### src/rtl/core/cpg_pkg.sv
// Shared constants, types and opcodes for the circle point generator.
package cpg_pkg;

  localparam int unsigned COORD_BITS = 10;
  localparam int unsigned OUT_BITS   = COORD_BITS + 1;
  localparam int unsigned SC_BITS    = COORD_BITS + 2;
  localparam int unsigned DEC_BITS   = COORD_BITS + 6;

  localparam logic OP_START = 1'b0;
  localparam logic OP_STEP  = 1'b1;

  typedef logic [COORD_BITS-1:0]        coord_t;
  typedef logic signed [SC_BITS-1:0]    sc_t;
  typedef logic signed [DEC_BITS-1:0]   dec_t;
  typedef logic signed [OUT_BITS-1:0]   point_t;

  typedef struct packed {
    coord_t x;
    coord_t y;
    logic   half;
    logic   done;
  } job_t;

endpackage

### src/rtl/core/cpg_front.sv
// Front end: accepts words, holds the arc state and issues one job per step of a running arc.
module cpg_front
  import cpg_pkg::*;
(
  input  logic   clk_i,
  input  logic   rst_ni,
  input  logic   in_valid_i,
  output logic   in_stall_o,
  input  logic   opcode_i,
  input  coord_t radius_i,
  input  logic   half_arc_i,
  input  logic   q_full_i,
  output logic   push_o,
  output job_t   job_o
);

  sc_t  cur_x_q, cur_x_d, cur_y_q, cur_y_d;
  sc_t  x_nx, y_nx, diff;
  dec_t dec_q, dec_d, dec_nx;
  logic active_q, active_d;
  logic half_q, half_d;
  logic accept;
  logic done;

  assign in_stall_o = q_full_i;
  assign accept     = in_valid_i && !q_full_i;

  always_comb begin
    x_nx = cur_x_q + sc_t'(1);
    diff = '0;
    if (dec_q > dec_t'(0)) begin
      y_nx   = cur_y_q - sc_t'(1);
      diff   = x_nx - y_nx;
      dec_nx = dec_q + (dec_t'(diff) <<< 2) + dec_t'(10);
    end else begin
      y_nx   = cur_y_q;
      dec_nx = dec_q + (dec_t'(x_nx) <<< 2) + dec_t'(6);
    end
    done = (y_nx < x_nx);
  end

  assign push_o = accept && (opcode_i == OP_STEP) && active_q;

  always_comb begin
    job_o.x    = cur_x_q[COORD_BITS-1:0];
    job_o.y    = cur_y_q[COORD_BITS-1:0];
    job_o.half = half_q;
    job_o.done = done;
  end

  always_comb begin
    cur_x_d  = cur_x_q;
    cur_y_d  = cur_y_q;
    dec_d    = dec_q;
    active_d = active_q;
    half_d   = half_q;
    if (accept && (opcode_i == OP_START)) begin
      cur_x_d  = '0;
      cur_y_d  = sc_t'(radius_i);
      dec_d    = dec_t'(3) - (dec_t'(radius_i) <<< 1);
      half_d   = half_arc_i;
      active_d = 1'b1;
    end else if (push_o) begin
      cur_x_d = x_nx;
      cur_y_d = y_nx;
      dec_d   = dec_nx;
      if (done) begin
        active_d = 1'b0;
      end
    end
  end

  always_ff @(posedge clk_i or negedge rst_ni) begin
    if (!rst_ni) begin
      cur_x_q  <= '0;
      cur_y_q  <= '0;
      dec_q    <= '0;
      active_q <= 1'b0;
      half_q   <= 1'b0;
    end else begin
      cur_x_q  <= cur_x_d;
      cur_y_q  <= cur_y_d;
      dec_q    <= dec_d;
      active_q <= active_d;
      half_q   <= half_d;
    end
  end

endmodule

### src/rtl/core/cpg_queue.sv
// Two-entry job queue between the front end and the point emitter.
module cpg_queue
  import cpg_pkg::*;
(
  input  logic clk_i,
  input  logic rst_ni,
  input  logic push_i,
  input  job_t job_i,
  output logic full_o,
  input  logic pop_i,
  output logic empty_o,
  output job_t job_o
);

  job_t       mem_q [2];
  logic       wr_ptr_q, rd_ptr_q;
  logic [1:0] count_q;

  assign full_o  = (count_q == 2'd2);
  assign empty_o = (count_q == 2'd0);
  assign job_o   = mem_q[rd_ptr_q];

  always_ff @(posedge clk_i) begin
    if (push_i) begin
      mem_q[wr_ptr_q] <= job_i;
    end
  end

  always_ff @(posedge clk_i or negedge rst_ni) begin
    if (!rst_ni) begin
      wr_ptr_q <= 1'b0;
      rd_ptr_q <= 1'b0;
      count_q  <= 2'd0;
    end else begin
      if (push_i) begin
        wr_ptr_q <= ~wr_ptr_q;
      end
      if (pop_i) begin
        rd_ptr_q <= ~rd_ptr_q;
      end
      case ({push_i, pop_i})
        2'b10:   count_q <= count_q + 2'd1;
        2'b01:   count_q <= count_q - 2'd1;
        default: count_q <= count_q;
      endcase
    end
  end

endmodule

### src/rtl/core/cpg_back.sv
// Back end: expands each job into its symmetric points, one word per cycle while the output is not stalled.
module cpg_back
  import cpg_pkg::*;
(
  input  logic   clk_i,
  input  logic   rst_ni,
  input  logic   q_empty_i,
  input  job_t   q_job_i,
  output logic   pop_o,
  output logic   out_valid_o,
  input  logic   out_stall_i,
  output point_t point_x_o,
  output point_t point_y_o,
  output logic   last_of_step_o,
  output logic   arc_done_o
);

  job_t       job_q;
  logic       busy_q;
  logic [2:0] idx_q;
  logic [2:0] sel;
  logic       adv, emit, last;
  point_t     a_ext, b_ext;
  point_t     out_x_q, out_y_q;
  logic       out_valid_q, out_last_q, out_done_q;

  assign adv  = !out_valid_q || !out_stall_i;
  assign emit = busy_q && adv;
  assign last = job_q.half ? (idx_q == 3'd3) : (idx_q == 3'd7);
  assign sel  = job_q.half ? {idx_q[1], 1'b0, idx_q[0]} : idx_q;

  assign pop_o = !q_empty_i && (!busy_q || (emit && last));

  always_comb begin
    if (sel[2]) begin
      a_ext = point_t'({1'b0, job_q.y});
      b_ext = point_t'({1'b0, job_q.x});
    end else begin
      a_ext = point_t'({1'b0, job_q.x});
      b_ext = point_t'({1'b0, job_q.y});
    end
  end

  always_ff @(posedge clk_i) begin
    if (pop_o) begin
      job_q <= q_job_i;
    end
    if (emit) begin
      out_x_q    <= sel[0] ? -a_ext : a_ext;
      out_y_q    <= sel[1] ? -b_ext : b_ext;
      out_last_q <= last;
      out_done_q <= last && job_q.done;
    end
  end

  always_ff @(posedge clk_i or negedge rst_ni) begin
    if (!rst_ni) begin
      busy_q      <= 1'b0;
      idx_q       <= 3'd0;
      out_valid_q <= 1'b0;
    end else begin
      if (pop_o) begin
        busy_q <= 1'b1;
        idx_q  <= 3'd0;
      end else if (emit) begin
        idx_q <= idx_q + 3'd1;
        if (last) begin
          busy_q <= 1'b0;
        end
      end
      if (adv) begin
        out_valid_q <= emit;
      end
    end
  end

  assign out_valid_o    = out_valid_q;
  assign point_x_o      = out_x_q;
  assign point_y_o      = out_y_q;
  assign last_of_step_o = out_last_q;
  assign arc_done_o     = out_done_q;

endmodule

### src/rtl/core/circle_point_generator_top.sv
// Top level of the circle point generator: front end, job queue and point emitter.
// A step word passes through a queue entry, the back-end job register and the output
// register, then gives one point a cycle while the output is not stalled: eight points
// in full mode and four in half mode. Start words give no point; the queue holds steps while points emit.
// Reset is asynchronous and active low; it clears the arc state, the queue and the output.
module circle_point_generator_top
  import cpg_pkg::*;
(
  input  logic   clk_i,
  input  logic   rst_ni,
  input  logic   in_valid_i,
  output logic   in_stall_o,
  input  logic   opcode_i,
  input  coord_t radius_i,
  input  logic   half_arc_i,
  output logic   out_valid_o,
  input  logic   out_stall_i,
  output point_t point_x_o,
  output point_t point_y_o,
  output logic   last_of_step_o,
  output logic   arc_done_o
);

  job_t push_job, head_job;
  logic push, pop, q_full, q_empty;

  cpg_front u_front (
    .clk_i      (clk_i),
    .rst_ni     (rst_ni),
    .in_valid_i (in_valid_i),
    .in_stall_o (in_stall_o),
    .opcode_i   (opcode_i),
    .radius_i   (radius_i),
    .half_arc_i (half_arc_i),
    .q_full_i   (q_full),
    .push_o     (push),
    .job_o      (push_job)
  );

  cpg_queue u_queue (
    .clk_i   (clk_i),
    .rst_ni  (rst_ni),
    .push_i  (push),
    .job_i   (push_job),
    .full_o  (q_full),
    .pop_i   (pop),
    .empty_o (q_empty),
    .job_o   (head_job)
  );

  cpg_back u_back (
    .clk_i          (clk_i),
    .rst_ni         (rst_ni),
    .q_empty_i      (q_empty),
    .q_job_i        (head_job),
    .pop_o          (pop),
    .out_valid_o    (out_valid_o),
    .out_stall_i    (out_stall_i),
    .point_x_o      (point_x_o),
    .point_y_o      (point_y_o),
    .last_of_step_o (last_of_step_o),
    .arc_done_o     (arc_done_o)
  );

endmodule

### config.mk
export PLATFORM = sky130hd
export DESIGN_NAME = circle_point_generator_top
export DESIGN_NICKNAME = d
export VERILOG_FILES = /design/src/rtl/core/cpg_pkg.sv /design/src/rtl/core/cpg_front.sv /design/src/rtl/core/cpg_queue.sv /design/src/rtl/core/cpg_back.sv /design/src/rtl/core/circle_point_generator_top.sv
export SDC_FILE = /design/constraint.sdc
export NUM_CORES = 1
export LEC_CHECK = 0
export BUFFER_PORTS_ARGS = -buffer_cell sky130_fd_sc_hd__buf_4
export CORE_MARGIN = 8
export CORE_UTILIZATION = 38
export DETAILED_ROUTE_END_ITERATION = 10
export SLEW_MARGIN = 20
export SYNTH_ARGS = -nofsm -noshare
export SYNTH_HDL_FRONTEND = slang
export SYNTH_HIERARCHICAL = 1
export SYNTH_SLANG_ARGS = --single-unit
### constraint.sdc
create_clock -name clk_i -period 8.2 [get_ports clk_i]
set_clock_uncertainty 0.05 [all_clocks]
set_input_delay 0 -clock clk_i [delete_from_list [all_inputs] [get_ports clk_i]]
set_output_delay 0 -clock clk_i [all_outputs]
set_load 0.005 [all_outputs]
Yosys cells after proc, flatten, opt, wreduce, memory -nomap -nowiden
Memory sizes are Yosys's and may differ from the RTL's. A register that Yosys moved wholly into a read port is not among the register bits.
Index checks and enable logic that the tools add are counted.
{"block": "classes", "bitwise": 3, "n_reduce_logical": 23, "magnitude_cmp": 2, "addsub": 13, "n_eq_ne": 5, "muxes": 25}
{"cell": "$mux W12", "count": 5}
{"cell": "$mux W16", "count": 3}
{"cell": "$add A16 B14 Y16", "count": 2}
{"cell": "$mux W11", "count": 2}
{"cell": "$neg A10 Y11", "count": 2}
{"cell": "$mux W10", "count": 2}
{"cell": "$add A16 B4 Y16 const B", "count": 1}
{"cell": "$add A16 B5 Y16 const B", "count": 1}
{"cell": "$gt A16 B1 Y1 const B", "count": 1}
{"cell": "$add A12 B2 Y12 const B", "count": 1}
{"cell": "$lt A12 B12 Y1", "count": 1}
{"cell": "$sub A12 B12 Y12", "count": 1}
{"cell": "$sub A12 B2 Y12 const B", "count": 1}
{"cell": "$sub A2 B11 Y12 const A", "count": 1}
{"cell": "$reduce_bool A2 Y1", "count": 5}
{"cell": "$mux W1", "count": 9}
{"cell": "$mux W3", "count": 3}
{"cell": "$logic_and A1 B1 Y1", "count": 8}
{"cell": "$logic_not A1 Y1", "count": 5}
{"cell": "$eq A2 B2 Y1 const B", "count": 2}
{"cell": "$pmux W2 S2", "count": 1}
{"cell": "$reduce_and A2 Y1", "count": 2}
{"cell": "$add A3 B1 Y3 const B", "count": 1}
{"cell": "$eq A3 B2 Y1 const B", "count": 1}
{"cell": "other kinds (7)", "count": 10}
{"block": "word_totals", "word_cells": 87, "mem_count": 1, "ff_bits": 75, "inputBits": 16, "out_inout_bits": 26, "mem_bits_rw": 44}
{"name": "u_queue.mem_q", "words": 2, "word_bits": 22, "rd": 1, "rd_clocked_by_memory_dff": 1, "write_ports": 1, "line": "cpg_queue.sv:15", "rtl": "job_t mem_q [2];"}

Longest topological paths before layout
{"block": "logic_depth", "depth_word": 8, "ltp_mapped": 21, "depth_no_buf": 21}

Modules after synthesis
The synthesis kept the hierarchy.
{"mod": "cpg_front", "area_each_um2": 4958.5, "cells_each": 608, "seq_area_each_um2": 1051.0, "instances": 1}
{"mod": "cpg_back", "area_each_um2": 2552.4, "cells_each": 197, "seq_area_each_um2": 1506.4, "instances": 1}
{"mod": "cpg_queue", "area_each_um2": 1776.7, "cells_each": 84, "seq_area_each_um2": 1421.4, "instances": 1}

Least setup slack after synthesis
No wires, ideal clock.
{"block": "synth_path", "kind": "flip-flop to flip-flop", "start": "register u_front.cur_y_q[0]", "end": "register u_front.dec_q[15]", "arrival_time_ns": 4.132, "path_stages_with_launch": 21, "setup_slack_ns": 3.886, "n_path_buf": 0, "cell_sequence": "dfrtp_1 inv_1 ha_1 nand2_1 or4_1 nor2_1 xnor2_1 ha_1 a21oi_1 nand2_1 o21ai_0 o21ai_0 xnor2_1 ha_1 ha_1 or2_2 a21oi_1 a31oi_1 xnor2_1 xnor2_1 o211ai_1"}
{"block": "synth_between", "elab_chain_len": 7}
{"element": "start, declared", "line": "cpg_front.sv:17", "rtl": "sc_t cur_x_q, cur_x_d, cur_y_q, cur_y_d;"}
{"element": "start signal, assigned", "line": "cpg_front.sv:82", "rtl": "cur_y_q <= cur_y_d;"}
{"element": "$sub A12 B2 Y12", "line": "cpg_front.sv:32", "rtl": "y_nx = cur_y_q - sc_t'(1);"}
{"element": "$sub A12 B12 Y12", "line": "cpg_front.sv:33", "rtl": "diff = x_nx - y_nx;"}
{"element": "$add A16 B14 Y16", "line": "cpg_front.sv:34", "rtl": "dec_nx = dec_q + (dec_t'(diff) <<< 2) + dec_t'(10);"}
{"element": "$add A16 B5 Y16", "line": "cpg_front.sv:34"}
{"element": "$mux W16", "line": "cpg_front.sv:31", "rtl": "if (dec_q > dec_t'(0)) begin"}
{"element": "$mux W16", "line": "cpg_front.sv:63", "rtl": "end else if (push_o) begin"}
{"element": "$mux W16", "line": "cpg_front.sv:57", "rtl": "if (accept && (opcode_i == OP_START)) begin"}
{"element": "end signal, assigned", "line": "cpg_front.sv:77", "rtl": "dec_q <= '0;"}
{"element": "end signal, assigned", "line": "cpg_front.sv:83", "rtl": "dec_q <= dec_d;"}
{"element": "end, declared", "line": "cpg_front.sv:19", "rtl": "dec_t dec_q, dec_d, dec_nx;"}
No other way between the ends. The select of a mux whose other input is x is not followed.
A chain may end at the register's enable or synchronous reset.

Final worst setup path
{"block": "layout_path", "start": "register u_front.cur_x_q[0]", "end": "register u_front.dec_q[15]"}
{"block": "layout_between", "elab_chain_len": 7}
{"element": "start, declared", "line": "cpg_front.sv:17"}
{"element": "start signal, assigned", "line": "cpg_front.sv:81", "rtl": "cur_x_q <= cur_x_d;"}
{"element": "$add A12 B2 Y12 *", "line": "cpg_front.sv:29", "rtl": "x_nx = cur_x_q + sc_t'(1);"}
{"element": "$sub A12 B12 Y12", "line": "cpg_front.sv:33"}
{"element": "$add A16 B14 Y16", "line": "cpg_front.sv:34"}
{"element": "$add A16 B5 Y16", "line": "cpg_front.sv:34"}
{"element": "$mux W16 *", "line": "cpg_front.sv:31"}
{"element": "$mux W16 *", "line": "cpg_front.sv:63"}
{"element": "$mux W16 *", "line": "cpg_front.sv:57"}
Every way passes the cells marked *; elsewhere a longest branch is shown, timed or not. The select of a mux whose other input is x is not followed.

==> out/results.txt <==
status: complete, no violations
most frequent cells in the layout: edfxtp_1, ha_1, nand2_1
aggregate routed wire length: 20.28 mm
IO buf count: 41
total CTS buffers: 17
Vias: 6,529
PwrDens: 387.9 nW/um2
most common cell after layout, fill and taps aside: edfxtp_1
Wirelength per Cell: 16.15 um
CP max FO: 10
type of the worst min-delay path: input pin to flop
largest family of logic cells by synthesized area: compound AO/OA/AOI/OAI gates
nature of the critical path startpoint: flop
Synth Instances: 889
H-Tree Level Count: 4
initial antenna violation count: 0
Post-synth EDFFs: 90
first-pass GRT wire length: 33.15 mm
maximum VDD drop: 201.7 uV
post-synthesis cell type count: 69
Synth top area share: 29.10%
synth warn: 6
final setup fails: 0
Pint: 2.438 mW
Tcrit/Tclk final: 59.54%
sw frac: 40.28%
Logic pwr share: 50.5%
Core Footprint: 24,180 um2
Core Rows: 57
RD Place Congestion: 0.8765
CTS root buf: clkbuf_16
Area growth syn-to-layout: 13.34%
chip height: 172.3 um
cell mode on critical path: ha_1
crit-path cells: ha_1, nand3_1, nor2_1, nand3_1, xor2_1, inv_1, ha_1, a21oi_1, nand2_1, o21ai_0, o21ai_0, xnor2_1, ha_1, ha_1, or2_2, a21oi_1, a31oi_1, xnor2_1, xnor2_1, o211ai_1
io pins: 42
number of global-route vias before repair: 6,461
Setup Crit Path Kind: flop to flop
R2R setup slack: 3320 ps
Largest delay share family, worst path: adder cells
Psw: 1.645 mW
Synth Flop Type: edfxtp_1
postcts setup bufs: 0
actual slew at the worst max-slew pin: 1068 ps
n_diodes: 0
Post-route DRC: 0
Synth area leader: edfxtp_1
DIE AREA: 29,700 um2
FMAX: 204.8 MHz
synthesized cell area: 9288 um2
pre-CTS WS: 3367 ps
Detailed Routing Iterations Pass 1: 5
mux cell area share after synthesis: 5.874%
Synth Register Bits: 141
synth top area cells: edfxtp_1, dfrtp_1, ha_1
Critical Path RT: 8450 ps
CP max stage delay: 520 ps
Clock transition at path regs: 70 ps
die width: 172.3 um
fraction of the yosys area taken by sequential cells: 42.84%
Clock Power Share: 19.8%
Congestion Overflow GR: 0
Synth Area in Compound Gates: 13.01%
CTS Buffer Depth: 2
first-iteration detailed-routing DRC count: 430
clock latency on the worst-skew pair: 420 ps
fraction of layout cells with a size suffix above 1: 12.88%
CP endpoint kind: flop
Post-Synth Simple-Gate Area: 12.14%
Util after Layout: 43.54%
clock sink count: 141
leakage: 4.304 nW
Mapped Avg Cell Area: 10.45 um2
Reg power frac: 29.7%
nets: 1,020
final worst slack: 3317 ps
Synth Area in Adders: 11.69%
Vias/cell: 5.198
Post-synth ARST share: 36.17%
Hold Vio Cnt, Final: 0
Syn Nets: 990
Final Critical Period: 4883 ps
final slew viol count: 0
antenna-violating nets left: 0
Slew HR: 28.54%
HPWL after detailed placement: 15.14 mm
setup_tns: 0 ps
TritonCTS clock tree: yes
Initial Utilization: 38.42%
RSZ-0062 raised after global routing: false
XOR/XNOR Fraction of Synth Area: 9.228%
# Max-Cap Violations: 0
Tot GR Track Use: 14.22%
WP buf/inv: 1
slowest cell on the critical path: dfrtp_1
WP data arrival: 5130 ps
largest net degree at the start of global routing: 52
[synth_stat cells (3+ instances only)]
cell type and number:
a211oi_1 7, a21boi_0 3, a21o_1 6, a21oi_1 58, a22o_1 6, a22oi_1 3
a31oi_1 9, and2_1 5, and3_1 4, buf_4 24, buf_6 5, clkbuf_1 18
dfrtp_1 51, edfxtp_1 90, fa_1 3, ha_1 82, inv_1 42, mux2_2 23
mux2i_1 26, nand2_1 68, nand2b_1 10, nand3_1 20, nand4_1 5, nor2_1 67
nor2b_1 6, nor3_1 16, nor4_1 7, nor4_4 4, o211ai_1 5, o21a_1 7
o21ai_0 50, o21bai_1 3, o22ai_1 13, o31a_1 3, xnor2_1 65, xor2_1 31
[power by group through the flow]
stage	Clock, mW	Sequential, mW	Combinational [mW]
after global routing	0.859	1.24	2.31
final	0.807	1.21	2.06
after floorplan	0	1.13	1.69
after detailed placement	0	1.23	2.04
after global placement	0	1.22	2.02
after CTS	0.825	1.22	2.07
[worst min-delay path, cell delays in order]
cell      delay [ps]
buf_4             80
nand2b_1         120
o22a_1           250
[final cells by class]
class                   instances  area, um2
well taps                     324      405.4
clock buffers                  22      518.0
fillers                      2269      13650
multi-input cells             656       4860
clock inverters                10      111.4
flip-flops and latches        141       3979
inverters                      42      157.7
repair buffers                 61      495.5
[stage by stage]
stage               instance area (um2)  instances  hold WS [ps]  total power [mW]
floorplan                          9288        889        -345.6             2.819
global placement                   9734       1209         51.68             3.245
detailed placement                 9739       1209         53.25             3.275
CTS                               10520       1256         23.29             4.108
global route                      10530       1256         47.79             4.416
finish                            10530       1256         36.06             4.083
[path summary, 6_finish.rpt]
check                                         from                 end  depth (start not counted)
worst max-delay path            u_front/cur_x_q[0]   u_front/dec_q[15]                         20
worst min-delay path                    in_valid_i  u_front/cur_y_q[7]                          3
worst max register to register  u_front/cur_x_q[0]   u_front/dec_q[15]                         20
worst min register to register    u_front/dec_q[0]    u_front/dec_q[0]                          1
max in group asynchronous                   rst_ni  u_front/cur_y_q[0]                          2
min in group asynchronous                   rst_ni     u_back/idx_q[0]                          2
[kinds of logic (layout without fill, tap and decap cells)]
group	count (synthesis)	after routing
fa+ha+maj	85	85
xor+xnor	97	97
buf+inv	92	135
compound gates	196	196
flops	141	141
simple gates	227	227
mux	51	51
[layer usage]
layer  vias up  track usage, %  share of wire, %
met4         0           4.685               1.6
met3        23           2.443               3.9
met1      3107           17.53                46
li1       3263               -                 -
met2       136           24.86                49
met5         -               0                 0
[state kept, by name (all words and copies together) (netlist names)]
signal                 flops
u_queue/rd_ptr_q           1
u_queue/wr_ptr_q           1
u_back/point_y_o          11
u_back/out_valid_o         1
u_back/idx_q               3
u_front/cur_x_q           12
u_front/active_q           1
u_back/arc_done_o          1
u_front/dec_q             16
u_back/job_q              22
u_queue/mem_q             44
u_front/half_q             1
u_back/busy_q              1
u_back/point_x_o          11
u_back/last_of_step_o      1
u_queue/count_q            2
u_front/cur_y_q           12
[timing repair]
item | in CTS | in global routing
gates resized for setup | 0 | 0
hold buffers | 15 | 0
endpoints found under the hold margin | 72 | 0
(Power assumes the default switching activity.)
